## src/design/sms_pkg.sv

```systemverilog
// ----------------------------------------------------------------------------
// sms_pkg
// Shared types, constants and key ordering functions of the stable merge sorter.
// ----------------------------------------------------------------------------
package sms_pkg;

    localparam int KEY_W      = 32;
    localparam int TAG_W      = 16;
    localparam int DATA_W     = KEY_W + TAG_W;
    localparam int CFG_ADDR_W = 1;
    localparam int CFG_DATA_W = 2;

    // Configuration register indexes.
    localparam logic [CFG_ADDR_W-1:0] REG_DESCENDING = 1'd0;
    localparam logic [CFG_ADDR_W-1:0] REG_KEY_FORMAT = 1'd1;

    // Key format codes.
    localparam logic [1:0] FMT_UNSIGNED = 2'd0;
    localparam logic [1:0] FMT_FLOAT    = 2'd1;
    localparam logic [1:0] FMT_DATE     = 2'd2;

    // Commands from the controller to the datapath.
    typedef struct packed {
        logic load_we;
        logic start;
        logic setup;
        logic merge_step;
        logic pass_end;
        logic out_start;
        logic out_load;
    } sms_cmd_t;

    // Status from the datapath to the controller.
    typedef struct packed {
        logic pass_more;
        logic run_more;
        logic merge_last;
        logic merge_ok;
        logic out_busy;
        logic out_last;
    } sms_stat_t;

    // Maps a key onto an unsigned value whose order is the order of the key.
    function automatic logic [KEY_W-1:0] order_value(input logic [KEY_W-1:0] key,
                                                     input logic [1:0] fmt);
        logic [KEY_W-1:0] k;
        logic [KEY_W-1:0] v;
        k = key;
        v = key;
        case (fmt) inside
            FMT_FLOAT:
            begin
                // Negative zero sorts as positive zero.
                if (k == {1'b1, {(KEY_W-1){1'b0}}})
                    k = '0;
                if (k[KEY_W-1])
                    v = ~k;
                else
                    v = k | {1'b1, {(KEY_W-1){1'b0}}};
            end
            FMT_UNSIGNED, FMT_DATE:
                v = key;
            default:
                v = key;
        endcase
        return v;
    endfunction

    // True when the left record goes first; ties favor the left record.
    function automatic logic left_first(input logic [KEY_W-1:0] lkey,
                                        input logic [KEY_W-1:0] rkey,
                                        input logic desc,
                                        input logic [1:0] fmt);
        logic [KEY_W-1:0] a;
        logic [KEY_W-1:0] b;
        a = order_value(lkey, fmt);
        b = order_value(rkey, fmt);
        return desc ? (a >= b) : (a <= b);
    endfunction

endpackage

```

## src/design/sms_ctrl.sv

```systemverilog
// ----------------------------------------------------------------------------
// sms_ctrl
// Controller: sequences loading, the merge passes and the result stream.
// ----------------------------------------------------------------------------
module sms_ctrl (
    input  logic                clk,
    input  logic                rst_n,
    input  logic                s_axis_tvalid,
    input  logic                s_axis_tlast,
    output logic                s_axis_tready,
    input  sms_pkg::sms_stat_t  stat,
    output sms_pkg::sms_cmd_t   cmd
);
    import sms_pkg::*;

    typedef enum logic [6:0] {
        S_LOAD     = 7'b0000001,
        S_PASS     = 7'b0000010,
        S_SETUP    = 7'b0000100,
        S_MERGE    = 7'b0001000,
        S_NEXT     = 7'b0010000,
        S_OUT_READ = 7'b0100000,
        S_OUT_LOAD = 7'b1000000
    } state_t;

    state_t state_reg;
    state_t state_next;
    logic   accept;

    assign s_axis_tready = (state_reg == S_LOAD);
    assign accept        = s_axis_tvalid && s_axis_tready;

    always_comb
    begin
        state_next = state_reg;
        cmd        = '0;
        unique case (state_reg)
            S_LOAD:
            begin
                cmd.load_we = accept;
                if (accept && s_axis_tlast)
                begin
                    cmd.start  = 1'b1;
                    state_next = S_PASS;
                end
            end
            S_PASS:
            begin
                if (stat.pass_more)
                    state_next = S_SETUP;
                else
                begin
                    cmd.out_start = 1'b1;
                    state_next    = S_OUT_READ;
                end
            end
            S_SETUP:
            begin
                cmd.setup  = 1'b1;
                state_next = S_MERGE;
            end
            S_MERGE:
            begin
                cmd.merge_step = 1'b1;
                if (stat.merge_last)
                    state_next = S_NEXT;
            end
            S_NEXT:
            begin
                if (stat.run_more)
                    state_next = S_SETUP;
                else
                begin
                    cmd.pass_end = 1'b1;
                    state_next   = S_PASS;
                end
            end
            S_OUT_READ:
            begin
                if (!stat.out_busy)
                    state_next = S_OUT_LOAD;
            end
            S_OUT_LOAD:
            begin
                cmd.out_load = 1'b1;
                state_next   = stat.out_last ? S_LOAD : S_OUT_READ;
            end
            default:
                state_next = S_LOAD;
        endcase
    end

    always_ff @(posedge clk or negedge rst_n)
    begin
        if (!rst_n)
            state_reg <= S_LOAD;
        else
            state_reg <= state_next;
    end

endmodule

```

## config.mk

```make
export PLATFORM = sky130hd
export DESIGN_NAME = sms_ctrl
export DESIGN_NICKNAME = d
export VERILOG_FILES = /design/src/design/sms_pkg.sv /design/src/design/sms_ctrl.sv
export SDC_FILE = /design/constraint.sdc
export NUM_CORES = 1
export LEC_CHECK = 0
export BUFFER_PORTS_ARGS = -buffer_cell sky130_fd_sc_hd__buf_2
export CORE_AREA = 2 2 39 41
export CTS_BUF_LIST = sky130_fd_sc_hd__clkbuf_4 sky130_fd_sc_hd__clkbuf_8
export DETAILED_ROUTE_END_ITERATION = 6
export DIE_AREA = 0 0 41 43
export PLACE_DENSITY = 0.72
export SYNTH_ARGS = -nofsm -noshare
export SYNTH_HDL_FRONTEND = slang
export SYNTH_SLANG_ARGS = --single-unit
```

## constraint.sdc

```tcl
create_clock -name clk -period 1.6 [get_ports clk]
set_input_delay 0.24 -clock clk [delete_from_list [all_inputs] [get_ports clk]]
set_output_delay 0.24 -clock clk [all_outputs]
set_load 0.02 [all_outputs]
```

==> flow_summary.ini <==
[die]
die_w_um = 41
ios = 18
core_um2 = 1380
die_area_um2 = 1760
start_util_pct = 34.9
num_rows = 14
die_h_um = 43

[cts]
cts_tree = built
cts-root-buf = clkbuf_4
clk_path_buf_depth = 2
insertion_delay_ps = 260
cts_max_level = 1
cts.sinks = 7
clkTransAtPathRegs_ps = 50
cts_buffers = 3

[placed_design]
dp_hpwl_um = 837
post-place-ws_ps = 104
finalWeightedCongestion = 0.879
io_buffers = 16

[sta]
finalSetupViolCount = 9
post-route-min-period_ps = 1770
rsz0062_at_grt = true
tightest_slew_ps = 322
slew_viol_final = 0
fmax_ghz = 0.566
period_share_pct = 110
clock_skew_ps = 7.23
max_slew_margin_pct = 78.3
finalWorstSetupSlack_ps = -166
finalSetupTns_ps = -748
hold_viol = 0

[global_routing]
first_global_vias = 597
grt_max_degree = 9
grt_pass1_wl_mm = 2.47
overflow = 0
grt_antenna_before_repair = 0
track_usage_pct = 21.1

[power]
switching_share_pct = 35.5
p_comb_share_pct = 54.3
p_int_mw = 0.614
clkPwrFrac_pct = 18.9
seqPwrFrac_pct = 26.9
power-per-cell-area_nw_per_um2 = 1140
leakagePower_nw = 0.442
power.total_mw = 0.953
power.net_switching_mw = 0.338
vdd_ir_drop_max_uv = 595

[detailed_routing]
viasPerCell = 5.15
dr.pass1.iters = 4
drtIter0Drc = 29
detail-route-antenna-nets = 0
wirelength_mm = 1.54
wl_per_cell_um = 13.7
dr_total_vias = 577
drc = 0

[worst_setup_path]
reg2reg_slack_ps = -100
crit_path_end = cmd[6]
r2r-end = state_reg[0]
critical-path-max-stage-delay_ps = 400
crit_chain = nor4_4 -> nand3_2 -> inv_2 -> and2_4 -> buf_6
cp-end-kind = output pin
critical_path.max_fanout = 3
crit_start = state_reg[5]
crit_type = reg2out
crit_slowest_cell = dfrtp_1
cp.arrival_ps = 1530
timing.rr.start = state_reg[5]
cp.required_ps = 1360
r2r_cells = 10
critPathLaunchType = flop

[logic_synthesis]
ys_seq_elements = 7
synth_top_area_share_pct = 31.1
ys_top_cells_by_area = dfrtp_1 31%, nor2_1 7.8%, dfstp_2 5.4%
ys_types = 28
synth_area_leader_cell = dfrtp_1
syn-num-nets = 67
yosysWarnings = 0
netlist_area_um2 = 483
syn_avg_cell_area_um2 = 8.47
ys_seq_area_share_pct = 36.5
synth_cells = 57

[final_layout]
largest_reg_flops = 7
mostFrequentLayoutCell = buf_4
drive_above_1_share_pct = 59.4
antenna_cells = 0
layout_common_cells = 25 x buf_4, 9 x buf_2, 7 x nor2_1
syn_to_final_growth_pct = 73.6
finalNetCount = 107

[flow_run]
drv_cap = 0

[outcome]
status = finished with violations
failed_checks = setup timing

[min_path]
min-delay-start = stat[1]
worst_hold_path_type = in2reg
==> kinds of logic (layout without fill, tap and decap cells) <==
kind of cell | count (synthesis) | count (layout) | share of synthesized area (%)
compound gates | 8 | 8 | 11.4
xor+xnor | 1 | 1 | 1.81
buf+inv | 10 | 49 | 10.9
flops | 7 | 7 | 36.5
simple gates | 31 | 31 | 39.4
==> worst max-delay path, delay by kind of cell, from the launching register on <==
| kind | cells | cell delay (ps) |
|---|---|---|
| AND/OR/NAND/NOR | 3 | 660 |
| flip-flops | 1 | 400 |
| buffers and inverters | 2 | 200 |
==> power groups by stage <==
stage	registers (mW)	logic (mW)	clock network [mW]
CTS	0.250	0.454	0.188
global route	0.262	0.564	0.198
floorplan	0.220	0.230	0
detailed placement	0.254	0.266	0
global placement	0.253	0.263	0
finish	0.256	0.517	0.180
==> cell type report <==
type / instances / area (µm²)
repair buffers: 40 / 299
clock buffers: 4 / 30.0
multi-input cells: 40 / 293
fillers: 122 / 546
inverters: 5 / 18.8
well taps: 16 / 20.0
flip-flops and latches: 7 / 178
==> per-stage QoR <==
stage | instance area (µm²) | std cells | hold slack, ps | utilization [%]
global route | 838 | 112 | 154 | 60.6
finish | 838 | 112 | 153 | 60.6
detailed placement | 579 | 88 | 81.1 | 41.9
floorplan | 483 | 57 | -55.6 | -
global placement | 579 | 88 | 74.3 | 41.9
CTS | 761 | 105 | 143 | 55.0
==> worst min path at each step <==
stage / depth (start not counted) / to
after floorplan: 0 / state_reg[1]
after global placement: 1 / state_reg[4]
after detailed placement: 1 / state_reg[4]
after CTS: 2 / state_reg[6]
after global routing: 2 / state_reg[6]
final: 2 / state_reg[6]
==> synthesized netlist by cell type, drive strengths merged <==
cell type / n
dfrtp: 6
and4b: 1
buf: 5
nor4b: 2
a21o: 1
nor4: 4
dfstp: 1
o21ai: 1
nand3: 5
a22oi: 1
nand2: 3
xor2: 1
and3: 1
and4: 1
a31oi: 1
and2: 2
nor3: 2
o32ai: 1
nor2: 10
o22ai: 2
inv: 5
a211oi: 1
==> routing by layer <==
metal / global-route usage, % / wire [µm] / vias up
li1: - / - / 280
met1: 22.3 / 586 / 272
met2: 36.9 / 876 / 21
met3: 6.81 / 63 / 4
met4: 6.67 / 11 / 0
met5: 0 / 0 / -
==> repair_timing <==
| item | in CTS | in global routing |
|---|---|---|
| hold buffers | 1 | 0 |
| setup endpoints to repair | 8 | 11 |
| buffers inserted | 12 | 8 |
| pin swaps | 10 | 7 |
| gates cloned | 0 | 0 |
| endpoints found under the hold margin | 6 | 0 |
| resized for setup | 15 | 7 |
Note: power is estimated with default switching activity, not from simulation.
